**config.mk**
```make
export PLATFORM = sky130hd
export DESIGN_NAME = aepc_pair_update
export DESIGN_NICKNAME = d
export VERILOG_FILES = /design/src/hw/rtl/aepc_pair_update.sv
export SDC_FILE = /design/constraint.sdc
export NUM_CORES = 1
export LEC_CHECK = 0
export BUFFER_PORTS_ARGS = -buffer_cell sky130_fd_sc_hd__buf_4
export CAP_MARGIN = 5
export CORE_MARGIN = 3
export CORE_UTILIZATION = 49
export DETAILED_ROUTE_END_ITERATION = 10
export GPL_TIMING_DRIVEN = 0
export PLACE_DENSITY = 0.85
export SYNTH_ARGS = -nofsm -noshare
export SYNTH_HDL_FRONTEND = slang
export SYNTH_SLANG_ARGS = --single-unit
```
**constraint.sdc**
```tcl
create_clock -name vclk -period 5.61
set_clock_uncertainty 0.05 [all_clocks]
set_input_delay 0.2805 -clock vclk [all_inputs]
set_output_delay 0.2805 -clock vclk [all_outputs]
set_load 0.05 [all_outputs]
```
**src/hw/rtl/aepc_pair_update.sv**
```systemverilog
// ---------------------------------------------------------------------------
// Pair count update
// Removes the equal pairs that a position forms with its neighbours under the
// old colour and adds those it forms under the new colour.
// ---------------------------------------------------------------------------
`default_nettype none

module aepc_pair_update #(
  parameter int CB = 16,
  parameter int CW = 10
) (
  input  wire logic [CB-1:0] left,
  input  wire logic [CB-1:0] cur,
  input  wire logic [CB-1:0] right,
  input  wire logic [CB-1:0] col,
  input  wire logic          has_left,
  input  wire logic          has_right,
  input  wire logic [CW-1:0] total,
  output logic               changed,
  output logic      [CW-1:0] total_upd
);

  logic [1:0]    old_pairs;
  logic [1:0]    new_pairs;
  logic [CW-1:0] reduced;

  always_comb begin
    old_pairs = 2'd0;
    new_pairs = 2'd0;
    if (cur != '0) begin
      old_pairs = {1'b0, has_left && (left == cur)} + {1'b0, has_right && (right == cur)};
    end
    if (col != '0) begin
      new_pairs = {1'b0, has_left && (left == col)} + {1'b0, has_right && (right == col)};
    end
    changed = (cur != col);
    reduced = (total >= CW'(old_pairs)) ? (total - CW'(old_pairs)) : '0;
    total_upd = changed ? (reduced + CW'(new_pairs)) : total;
  end

endmodule

`default_nettype wire

```
# [Word level (Yosys, flattened, before mapping)]
# Cells that the tools add are included.
[word_totals] out_inout_bits=11 ff_bits=0 wordCells=20
[classes] n_eq_ne=5 muxes=4 reduce_logical=6 addsub=4 n_lt_le_gt_ge=1
[ops] operator="== test 16 bit" n=4
[ops] operator="nonzero test 16 bit" n=2
[ops] operator="two-way mux 10 bit" n=2
[ops] operator="inequality test 16 bit" n=1
[ops] operator="adder 10 x 2 -> 10 bit" n=1
[ops] operator="greater-or-equal comparator 10 x 2 -> 1 bit" n=1
[ops] operator="subtractor 10 x 2 -> 10 bit" n=1
[ops] operator="adder 1 x 1 -> 2 bit" n=2
[ops] operator="logical AND 1 bit" n=4
[ops] operator="two-way mux 2 bit" n=2

# [Depth between registers and ports, before layout]
# Gate-level depths: netlist of run 1.
[depth] ltp_word=8 depth_mapped=22

# [Worst setup path before layout of run 1]
# No wires, ideal clock.
[synth_path] path_kind="input -> output" startpoint="input cur[14]" endpoint="output total_upd[8]" setup_slack_ns=0.099 arrival_time_ns=5.181 path_stages=22 cell_sequence="xor2_1 > nor4_1 > nand4_1 > nor4_1 > ha_1 > and2_1 > ha_1 > inv_1 > fa_1 > or2_2 > nor2_1 > and2_0 > clkbuf_1 > nor2_1 > ha_1 > inv_1 > fa_1 > nor2_1 > o21ai_0 > nor3_1 > a21oi_1 > a311oi_1"
[synth_between] elab_chain_cells=8
[synth_lines] element="from (decl)" line="13" rtl="input wire logic [CB-1:0] cur,"
[synth_lines] element="== test 16 bit" line="31" rtl="old_pairs = {1'b0, has_left && (left == cur)} + {1'b0, has_right && (right == cur)};"
[synth_lines] element="logical AND 1 bit" line="31"
[synth_lines] element="adder 1 x 1 -> 2 bit" line="31"
[synth_lines] element="two-way mux 2 bit" line="30" rtl="if (cur != '0) begin"
[synth_lines] element="subtractor 10 x 2 -> 10 bit / greater-or-equal comparator 10 x 2 -> 1 bit (equally long branches)" line="37" rtl="reduced = (total >= CW'(old_pairs)) ? (total - CW'(old_pairs)) : '0;"
[synth_lines] element="two-way mux 10 bit" line="37"
[synth_lines] element="adder 10 x 2 -> 10 bit" line="38" rtl="total_upd = changed ? (reduced + CW'(new_pairs)) : total;"
[synth_lines] element="two-way mux 10 bit *" line="38"
[synth_lines] element="to (decl)" line="20" rtl="output logic [CW-1:0] total_upd"
# Mark *: on every way between the ends. The rest lies on a longest branch, timed or not.

# [Worst setup path in the final report of run 1]
# Same ends and word-level chain as after synthesis.

==> results of run 1 <==
==> cell usage in the layout, fill, tap and decap left out, drive strengths merged, types with 2 or more instances in the layout <==
master,netlist,final
o21a,2,2
xnor2,53,53
a21oi,9,9
nand2b,2,2
nand4,16,16
fa,2,2
or2,3,3
clkbuf,4,4
xor2,35,35
mux2i,2,2
or3,4,4
nor3b,2,2
ha,6,6
nor3,8,8
nand2,15,15
nor2,15,15
nor4,23,23
buf,1,88
inv,7,7
and2,4,4
o21ai,7,7
a21boi,4,4
==> metrics by stage <==
stage	util	TNS (ns)	power, mW
2_1_floorplan	-	0	0.0854
3_3_place_gp	0.757	-0.279	0.171
3_5_place_dp	0.757	-0.344	0.173
4_1_cts	0.760	0	0.174
5_1_grt	0.774	-0.258	0.192
6_report	0.774	0	0.179
==> cells in the mapped netlist (3+ instances only) <==
cell,number
and2_1,3
or2_2,3
o21ai_0,7
inv_1,7
xor2_1,34
a21boi_0,4
clkbuf_1,4
nand4_1,16
nor4_1,22
ha_1,6
or3_1,3
nor3_1,8
nand2_1,15
a21oi_1,9
nor2_1,15
xnor2_1,53
==> repair_timing <==
action / in CTS / in global routing
setup buffers: 0 / 0
endpoints found under the hold margin: 0 / 0
gates resized for setup: 2 / 11
pin swaps: 0 / 2
cloned: 0 / 0
endpoints found under the setup margin: 2 / 8
==> where the power goes <==
group | total, mW | switching (mW) | internal (mW)
Combinational | 0.179 | 0.0935 | 0.0860
Sequential | 0 | 0 | 0
Clock | 0 | 0 | 0
Total | 0.179 | 0.0935 | 0.0860
==> per-layer routing <==
layer	track usage	wire length, µm	share of wire	vias up
met5	0	0	0	-
met4	0.0311	51	0.0085	0
met3	0.0188	552	0.092	6
met2	0.451	2700	0.45	108
met1	0.422	2680	0.45	961
li1	-	-	-	1038
==> layout make-up <==
cell class	instances	area, µm²
timing repair buffer	87	653
multi-input combinational	227	1720
tap	44	55.1
buffer	5	21.3
fill	260	724
inverter	7	26.3
==> logic make-up (layout without fill, tap and decap cells) <==
family	after synthesis	after routing	synth area share
muxes	2	2	0.0117
xor gates and xnor gates	88	88	0.453
AOI/OAI and AO/OA	32	32	0.120
adders and majority gates	8	8	0.0670
and+or+nand+nor	97	97	0.321
buffers and inverters	12	99	0.0269
==> final timing paths <==
kind / endpoint / slack, ns / startpoint
hold / removal: total_upd[4] / 0.95 / total[4]
setup / recovery: total_upd[8] / 0.32 / cur[14]
==> reports/summary.txt, run 1 <==
Status -> complete, no violations
Final setup fails -> 0
Seq/Total Area, Yosys -> 0
Endpoint class of the critical path -> primary output
CLK BUF -> 0
Most used cell, CP -> ha_1
Slew HR -> 0.626
Core Region -> 3200 µm²
Hold Buf Count CTS -> 0
Gr ovfl total -> 0
Starting Density -> 0.536
Min-Delay Path Depth -> 3
Cell Chain, Critical Path -> buf_4 -> xor2_1 -> nor4_2 -> nand4_1 -> nor4_4 -> ha_1 -> and2_1 -> ha_1 -> inv_1 -> fa_2 -> or2_2 -> nor2_2 -> and2_0 -> clkbuf_2 -> nor2_1 -> ha_1 -> inv_1 -> fa_2 -> nor2_1 -> o21ai_1 -> nor3_4 -> a21oi_1 -> a311oi_1 -> buf_4
Endpoints failing hold -> 0
Ranking of synthesized cells by area -> xnor2_1, xor2_1, nor4_1
Fmax -> 0.189 GHz
Initial antenna violation count -> 0
Final period util -> 0.944
Sequential cell area -> 0 µm²
Worst Path Buf+Inv -> 5
Worst setup margin -> 0.316 ns
Row count -> 20
Pin count of the biggest net entering global routing -> 11
# DRC -> 0
Actual slew at the worst max-slew pin -> 0.559 ns
PD cells -> 72.4 nW/µm²
Cell variety after synth -> 41
Final ANT Viol Nets -> 0
Sequential cell count -> 0
Cell count after synthesis -> 239
Critical path data required time -> 5.28 ns
Vias per cell -> 5.71
Critical path depth -> 24
I/O pins -> 87
Yosys synthesis warning count -> 0
Dpl hpwl -> 5120 µm
Pre-CTS WS -> -0.188 ns
Mean Syn Cell Area -> 7.19 µm²
Max Cap Viol -> 0
Kind of cell adding the most delay to the critical path -> simple AND/OR/NAND/NOR gates
Die H -> 65.2 µm
Share of cells above drive strength 1 -> 0.319
DR iter-0 viols -> 203
Port Buffers -> 87
Area Growth Syn to Fin -> 44.3%
Vias in the first global route -> 2071
First-pass GRT wire length -> 9700 µm
RD Place Congestion -> 0.920
Crit path arrival time -> 4.96 ns
Fin nets -> 412
P_leak -> 1.01 nW
Die width -> 65.2 µm
Fin cells -> 370
Crit Path Max Fanout -> 7
DP Area -> 2430 µm²
Top cell type's share of synthesized area -> 0.270
CP max-delay cell -> fa_2
Total die area -> 4250 µm²
Clock period minus worst slack -> 5.29 ns
Crit path kind -> input port to primary output
GRT Resource Usage Total -> 0.282
Vias after detailed routing -> 2113
Mapped Area -> 1720 µm²
Cell area after layout -> 2480 µm²
Post-synth top area cell -> xnor2_1
Diodes inserted -> 0
Worst hold slack -> 0.951 ns
Unrepaired setup endpoints after global routing -> true
Maximum VDD drop -> 59.7 µV
Path type of the worst min-delay path -> input port to primary output
Syn_nets -> 323
DR WL/cell -> 16.2 µm
Initial DRT Pass Iterations -> 4
WL final -> 5980 µm
Placed instance count -> 370
CP max stage delay -> 0.38 ns
Final Slew Violations -> 0
Critical Path Start Type -> input port
(Power assumes the default switching activity.)
==> inputs of run 2 (changes only) <==
==> config.mk (replaced) <==
export PLATFORM = sky130hd
export DESIGN_NAME = aepc_pair_update
export DESIGN_NICKNAME = d
export VERILOG_FILES = /design/src/hw/rtl/aepc_pair_update.sv
export SDC_FILE = /design/constraint.sdc
export NUM_CORES = 1
export LEC_CHECK = 0
export CAP_MARGIN = 5
export CORE_MARGIN = 3
export CORE_UTILIZATION = 62
export DETAILED_ROUTE_END_ITERATION = 10
export DONT_BUFFER_PORTS = 1
export GPL_TIMING_DRIVEN = 0
export PLACE_DENSITY = 0.81
export SETUP_SLACK_MARGIN = 0.1
export SYNTH_ARGS = -nofsm -noshare
export SYNTH_HDL_FRONTEND = slang
export SYNTH_SLANG_ARGS = --single-unit
==> constraint.sdc (replaced) <==
create_clock -name vclk -period 4.34
set_clock_uncertainty 0.05 [all_clocks]
set_input_delay 0.217 -clock vclk [all_inputs]
set_output_delay 0.217 -clock vclk [all_outputs]
set_load 0.05 [all_outputs]
==> reports/summary.txt, run 2 (synthesized netlist as in run 1, its figures left out) <==
Status -> finished, violations left
Failing checks -> negative setup slack
Cell area after layout -> 2310 µm² (-6.7%)
Unrepaired setup endpoints after global routing -> true
Switching power -> 0.0917 mW (-1.9%)
PD cells -> 73.3 nW/µm² (+1.2%)
Core Region -> 2540 µm² (-21%)
Path type of the worst min-delay path -> input port to primary output
Crit Path Max Fanout -> 5 (-2)
CP Launch Point -> cur[14]
Final ANT Viol Nets -> 0 (unchanged)
Final period util -> 1.05
Row count -> 18 (-10%)
Endpoint class of the critical path -> primary output
CP max stage delay -> 0.47 ns (+0.09 ns)
Starting Density -> 0.675 (+0.139)
Fin cells -> 298 (-19%)
Layout fillers -> 112 (-57%)
Vias after detailed routing -> 2245 (+6.2%)
Util after Layout -> 0.909 (+0.135)
Port Buffers -> 0 (-100%)
Critical Path Start Type -> input port
Die H -> 58.6 µm (-10%)
Maximum VDD drop -> 65.7 µV (+10%)
DR WL/cell -> 26.3 µm (+62%)
Min-delay src -> total[1]
Dpl hpwl -> 4810 µm (-6.0%)
Vias per cell -> 7.53 (+32%)
Cell Chain, Critical Path -> xor2_1 -> nor4_1 -> nand4_1 -> nor4_1 -> ha_1 -> and2_4 -> ha_4 -> inv_2 -> fa_2 -> nor2_4 -> nand2_4 -> o21ai_4 -> inv_2 -> ha_4 -> a21oi_4 -> nor2_2 -> o21a_1 -> o211ai_1 -> o311a_1 -> or3_4
Crit path arrival time -> 4.28 ns (-0.68 ns)
DP Area -> 1860 µm² (-23%)
Seq pwr share -> 0 (unchanged)
Clock power frac -> 0 (unchanged)
Internal -> 0.0778 mW (-9.5%)
Max Cap Viol -> 0 (unchanged)
RD Place Congestion -> 1.02 (+11%)
Actual slew at the worst max-slew pin -> 1.28 ns (+0.718 ns)
Hold Buf Count CTS -> 0 (unchanged)
Initial antenna violation count -> 0 (unchanged)
Diodes inserted -> 0 (unchanged)
Slew HR -> 0.149 (-0.477)
Initial DRT Pass Iterations -> 7 (+3)
CP max-delay cell -> or3_4
WL final -> 7830 µm (+31%)
Vias in the first global route -> 2252 (+8.7%)
Clock period minus worst slack -> 4.55 ns
Endpoints failing hold -> 0 (unchanged)
Gr ovfl total -> 0 (unchanged)
I/O pins -> 87 (unchanged)
Min-Delay Path Depth -> 2 (-1)
Share of cells above drive strength 1 -> 0.302 (-0.0168)
Setup TNS -> -1.10 ns (-1.10 ns)
Total die area -> 3440 µm² (-19%)
Worst hold slack -> 0.619 ns (-0.332 ns)
Placed instance count -> 269 (-27%)
Fin nets -> 354 (-14%)
Die width -> 58.6 µm (-10%)
Final setup fails -> 7 (+7)
Pin count of the biggest net entering global routing -> 11 (unchanged)
First-pass GRT wire length -> 10400 µm (+6.9%)
Critical path data required time -> 4.07 ns (-1.21 ns)
Switch share -> 0.541 (+0.0200)
Crit path kind -> input port to primary output
GRT Resource Usage Total -> 0.387 (+0.105)
Fmax -> 0.220 GHz
Final Slew Violations -> 0 (unchanged)
Worst setup margin -> -0.209 ns (-0.525 ns)
P_leak -> 0.765 nW (-24%)
Sequential cell area -> 0 µm² (unchanged)
Area Growth Syn to Fin -> 34.7%
CLK BUF -> 0 (unchanged)
Sequential cell count -> 0 (unchanged)
Worst Hold Path EP -> total_upd[1]
Commonest non-fill, non-tap cells in the layout -> xnor2_1, xor2_1, buf_4
Gate power share -> 1.000 (about the same)
DR iter-0 viols -> 222 (+9.4%)
# DRC -> 0 (unchanged)
Most common cell after layout, fill and taps aside -> xnor2_1
-- run 2: changes by cell type in the layout (fill, tap and decap cells not counted), moves of 4 or more --
cell / previous run / this run
a21oi_1: 9 / 3
a21oi_4: 0 / 4
buf_4: 87 / 27
nor2_1: 14 / 9
nor2_4: 0 / 5
o21ai_0: 6 / 1
-- run 2: critical path: cells and delay by family --
kind | cells | cell delay [ns]
AND/OR/NAND/NOR | 8 | 1.79
XOR/XNOR | 1 | 0.14
adder cells (fa/ha/maj) | 4 | 1.05
buffers and inverters | 2 | 0.12
AO/OA/AOI/OAI | 5 | 0.98
-- run 2: area by class of cell --
type               count  area [µm²]  share of cell area
well taps             30        37.5              0.0162
repair buffers        30         236               0.102
inverters              7        26.3              0.0114
multi-input cells    227        2000               0.863
plain buffers          4        16.3             0.00703
-- run 2: how the worst max path moves through the flow --
stage / endpoint / slack [ns] / cells past startpoint
floorplan: total_upd[8] / -0.04 / 22
global placement: total_upd[8] / -0.56 / 22
detailed placement: total_upd[8] / -0.68 / 22
CTS: total_upd[8] / -0.25 / 22
global route: total_upd[9] / -0.33 / 20
finish: total_upd[9] / -0.21 / 20
-- run 2: power by group through the flow --
stage          registers [mW]  clock network [mW]  logic, mW
2_1_floorplan               0                   0      0.117
3_3_place_gp                0                   0      0.133
3_5_place_dp                0                   0      0.136
4_1_cts                     0                   0      0.150
5_1_grt                     0                   0      0.178
6_report                    0                   0      0.170
-- run 2: what timing repair did --
| item | 4_1_cts | 5_1_grt |
|---|---|---|
| endpoints found under the setup margin | 9 | 9 |
| pin swaps | 23 | 19 |
| hold endpoints to repair | 0 | 0 |
| setup buffers | 25 | 5 |
| resized for setup | 31 | 24 |
-- run 2: layer usage --
| metal | track usage | up-vias | part of all wire |
|---|---|---|---|
| met5 | 0 | - | 0 |
| met4 | 0.0971 | 0 | 0.067 |
| met3 | 0.107 | 72 | 0.15 |
| met2 | 0.656 | 235 | 0.45 |
| met1 | 0.483 | 1026 | 0.34 |
| li1 | - | 912 | - |
-- run 2: per-stage QoR --
stage               worst slack [ns]  power [mW]
global route                  -0.330       0.178
finish                        -0.209       0.170
floorplan                    -0.0420       0.117
global placement              -0.559       0.133
CTS                           -0.246       0.150
detailed placement            -0.682       0.136
==> inputs of run 3 (changes only) <==
--- a/config.mk
+++ b/config.mk
@@ -11,7 +11,7 @@
 export DETAILED_ROUTE_END_ITERATION = 10
 export DONT_BUFFER_PORTS = 1
 export GPL_TIMING_DRIVEN = 0
-export PLACE_DENSITY = 0.81
+export PLACE_DENSITY = 0.85
 export SETUP_SLACK_MARGIN = 0.1
 export SYNTH_ARGS = -nofsm -noshare
 export SYNTH_HDL_FRONTEND = slang
==> reports/summary.txt, run 3 (synthesized netlist as in run 1, its figures left out) <==
I/O pins -> 87 (unchanged)
Initial antenna violation count -> 0 (unchanged)
Final Slew Violations -> 0 (unchanged)
Crit path kind -> input port to primary output
Path type of the worst min-delay path -> input port to primary output
Actual slew at the worst max-slew pin -> 1.24 ns (-0.0369 ns)
Crit Path Max Fanout -> 4 (-1)
Gr ovfl total -> 0 (unchanged)
Maximum VDD drop -> 68.9 µV (+4.9%)
Initial DRT Pass Iterations -> 6 (-1)
Sequential cell area -> 0 µm² (unchanged)
WL final -> 7300 µm (-6.7%)
Status -> finished, violations left
Placed instance count -> 269 (unchanged)
Endpoint class of the critical path -> primary output
Fmax -> 0.218 GHz (-0.74%)
Vias after detailed routing -> 2229 (-0.71%)
Clock period minus worst slack -> 4.58 ns (+0.0338 ns)
Worst Hold Path EP -> total_upd[5]
Diodes inserted -> 0 (unchanged)
Fin nets -> 346 (-2.3%)
Fin cells -> 290 (-2.7%)
Vias per cell -> 7.69 (+2.0%)
Core Region -> 2540 µm² (unchanged)
Failing checks -> negative setup slack
PD cells -> 73.3 nW/µm² (about the same)
Total die area -> 3440 µm² (unchanged)
Port Buffers -> 0 (unchanged)
Dpl hpwl -> 4450 µm (-7.5%)
First-pass GRT wire length -> 9190 µm (-11%)
DR iter-0 viols -> 338 (+52%)
Endpoints failing hold -> 0 (unchanged)
CP Launch Point -> cur[2]
Final period util -> 1.06 (+0.00778)
Layout fillers -> 109 (-2.7%)
Worst setup margin -> -0.243 ns (-0.0338 ns)
Critical path data required time -> 4.07 ns (about the same)
DR WL/cell -> 25.2 µm (-4.2%)
Crit path arrival time -> 4.32 ns (+0.04 ns)
Slew HR -> 0.173 (+0.0246)
GRT Resource Usage Total -> 0.341 (-0.0457)
CLK BUF -> 0 (unchanged)
Min-Delay Path Depth -> 2 (unchanged)
Die width -> 58.6 µm (unchanged)
Critical Path Start Type -> input port
Commonest non-fill, non-tap cells in the layout -> xnor2_1, xor2_1, buf_4
Die H -> 58.6 µm (unchanged)
P_leak -> 0.736 nW (-3.8%)
Final ANT Viol Nets -> 0 (unchanged)
Min-delay src -> total[5]
Max Cap Viol -> 0 (unchanged)
Pin count of the biggest net entering global routing -> 11 (unchanged)
Area Growth Syn to Fin -> 31.3%
Vias in the first global route -> 1884 (-16%)
Sequential cell count -> 0 (unchanged)
Util after Layout -> 0.886 (-0.0226)
RD Place Congestion -> 1.00 (-1.7%)
Final setup fails -> 7 (unchanged)
# DRC -> 0 (unchanged)
Most common cell after layout, fill and taps aside -> xnor2_1
Share of cells above drive strength 1 -> 0.292 (-0.00993)
Row count -> 18 (unchanged)
Pre-CTS WS -> -0.681 ns (+0.00115 ns)
Unrepaired setup endpoints after global routing -> true
Worst hold slack -> 0.618 ns (-0.000953 ns)
Starting Density -> 0.675 (unchanged)
==> run 3: cell count changes in the layout (fill, tap and decap cells not counted), sizes merged <==
cell	previous run	this run
buf	31	23
==> run 3: metal layers <==
| layer | track usage | share of wire | vias up |
|---|---|---|---|
| met5 | 0 | 0 | - |
| met4 | 0.0680 | 0.059 | 0 |
| met3 | 0.0658 | 0.15 | 60 |
| met2 | 0.541 | 0.44 | 230 |
| met1 | 0.481 | 0.35 | 1039 |
| li1 | - | - | 900 |
==> run 3: power by group <==
part	total, mW	leakage, nW	internal, mW	switching [mW]
combinational	0.165	0.736	0.0750	0.0903
clock	0	0	0	0
sequential	0	0	0	0
==> run 3: how the worst max path moves through the flow <==
stage	end	slack [ns]	cells after the start
2_1_floorplan	total_upd[8]	-0.04	22
3_3_place_gp	total_upd[8]	-0.60	22
3_5_place_dp	total_upd[8]	-0.68	22
4_1_cts	total_upd[8]	-0.17	22
5_1_grt	total_upd[9]	-0.35	20
6_report	total_upd[9]	-0.24	20
==> run 3: worst max-delay path, cell delays in order <==
cell      delay (ns)
xor2_1          0.17
nor4_4          0.32
nand4_1         0.20
nor4_4          0.24
ha_2            0.34
and2_4          0.14
ha_4            0.21
and3b_2         0.22
buf_6           0.12
nor2_4          0.07
nand2_2         0.09
o21ai_4         0.22
inv_2           0.06
ha_4            0.26
a21oi_2         0.05
nor2_1          0.13
o21a_1          0.23
o211ai_1        0.17
o311a_1         0.36
or3_4           0.49
==> run 3: layout make-up <==
type                            instances  area (µm²)  share of cell area
Buffer                                  4        16.3             0.00721
Inverter                                7        26.3              0.0116
Multi-Input combinational cell        227        2000               0.888
Tap cell                               30        37.5              0.0166
Timing Repair Buffer                   22         173              0.0765
==> run 3: repair_timing <==
action,in CTS,in global routing
setup endpoints to repair,9,9
pin swaps,19,20
buffers inserted,10,12
hold buffers,0,0
resized for setup,25,28
==> run 3: per-stage QoR <==
stage          setup TNS (ns)  area, µm²  power (mW)
6_report                -1.00       2260       0.165
3_3_place_gp            -3.28       1860       0.133
3_5_place_dp            -3.96       1860       0.134
4_1_cts                -0.544       2030       0.142
5_1_grt                 -1.77       2260       0.174
2_1_floorplan         -0.0420       1820       0.117
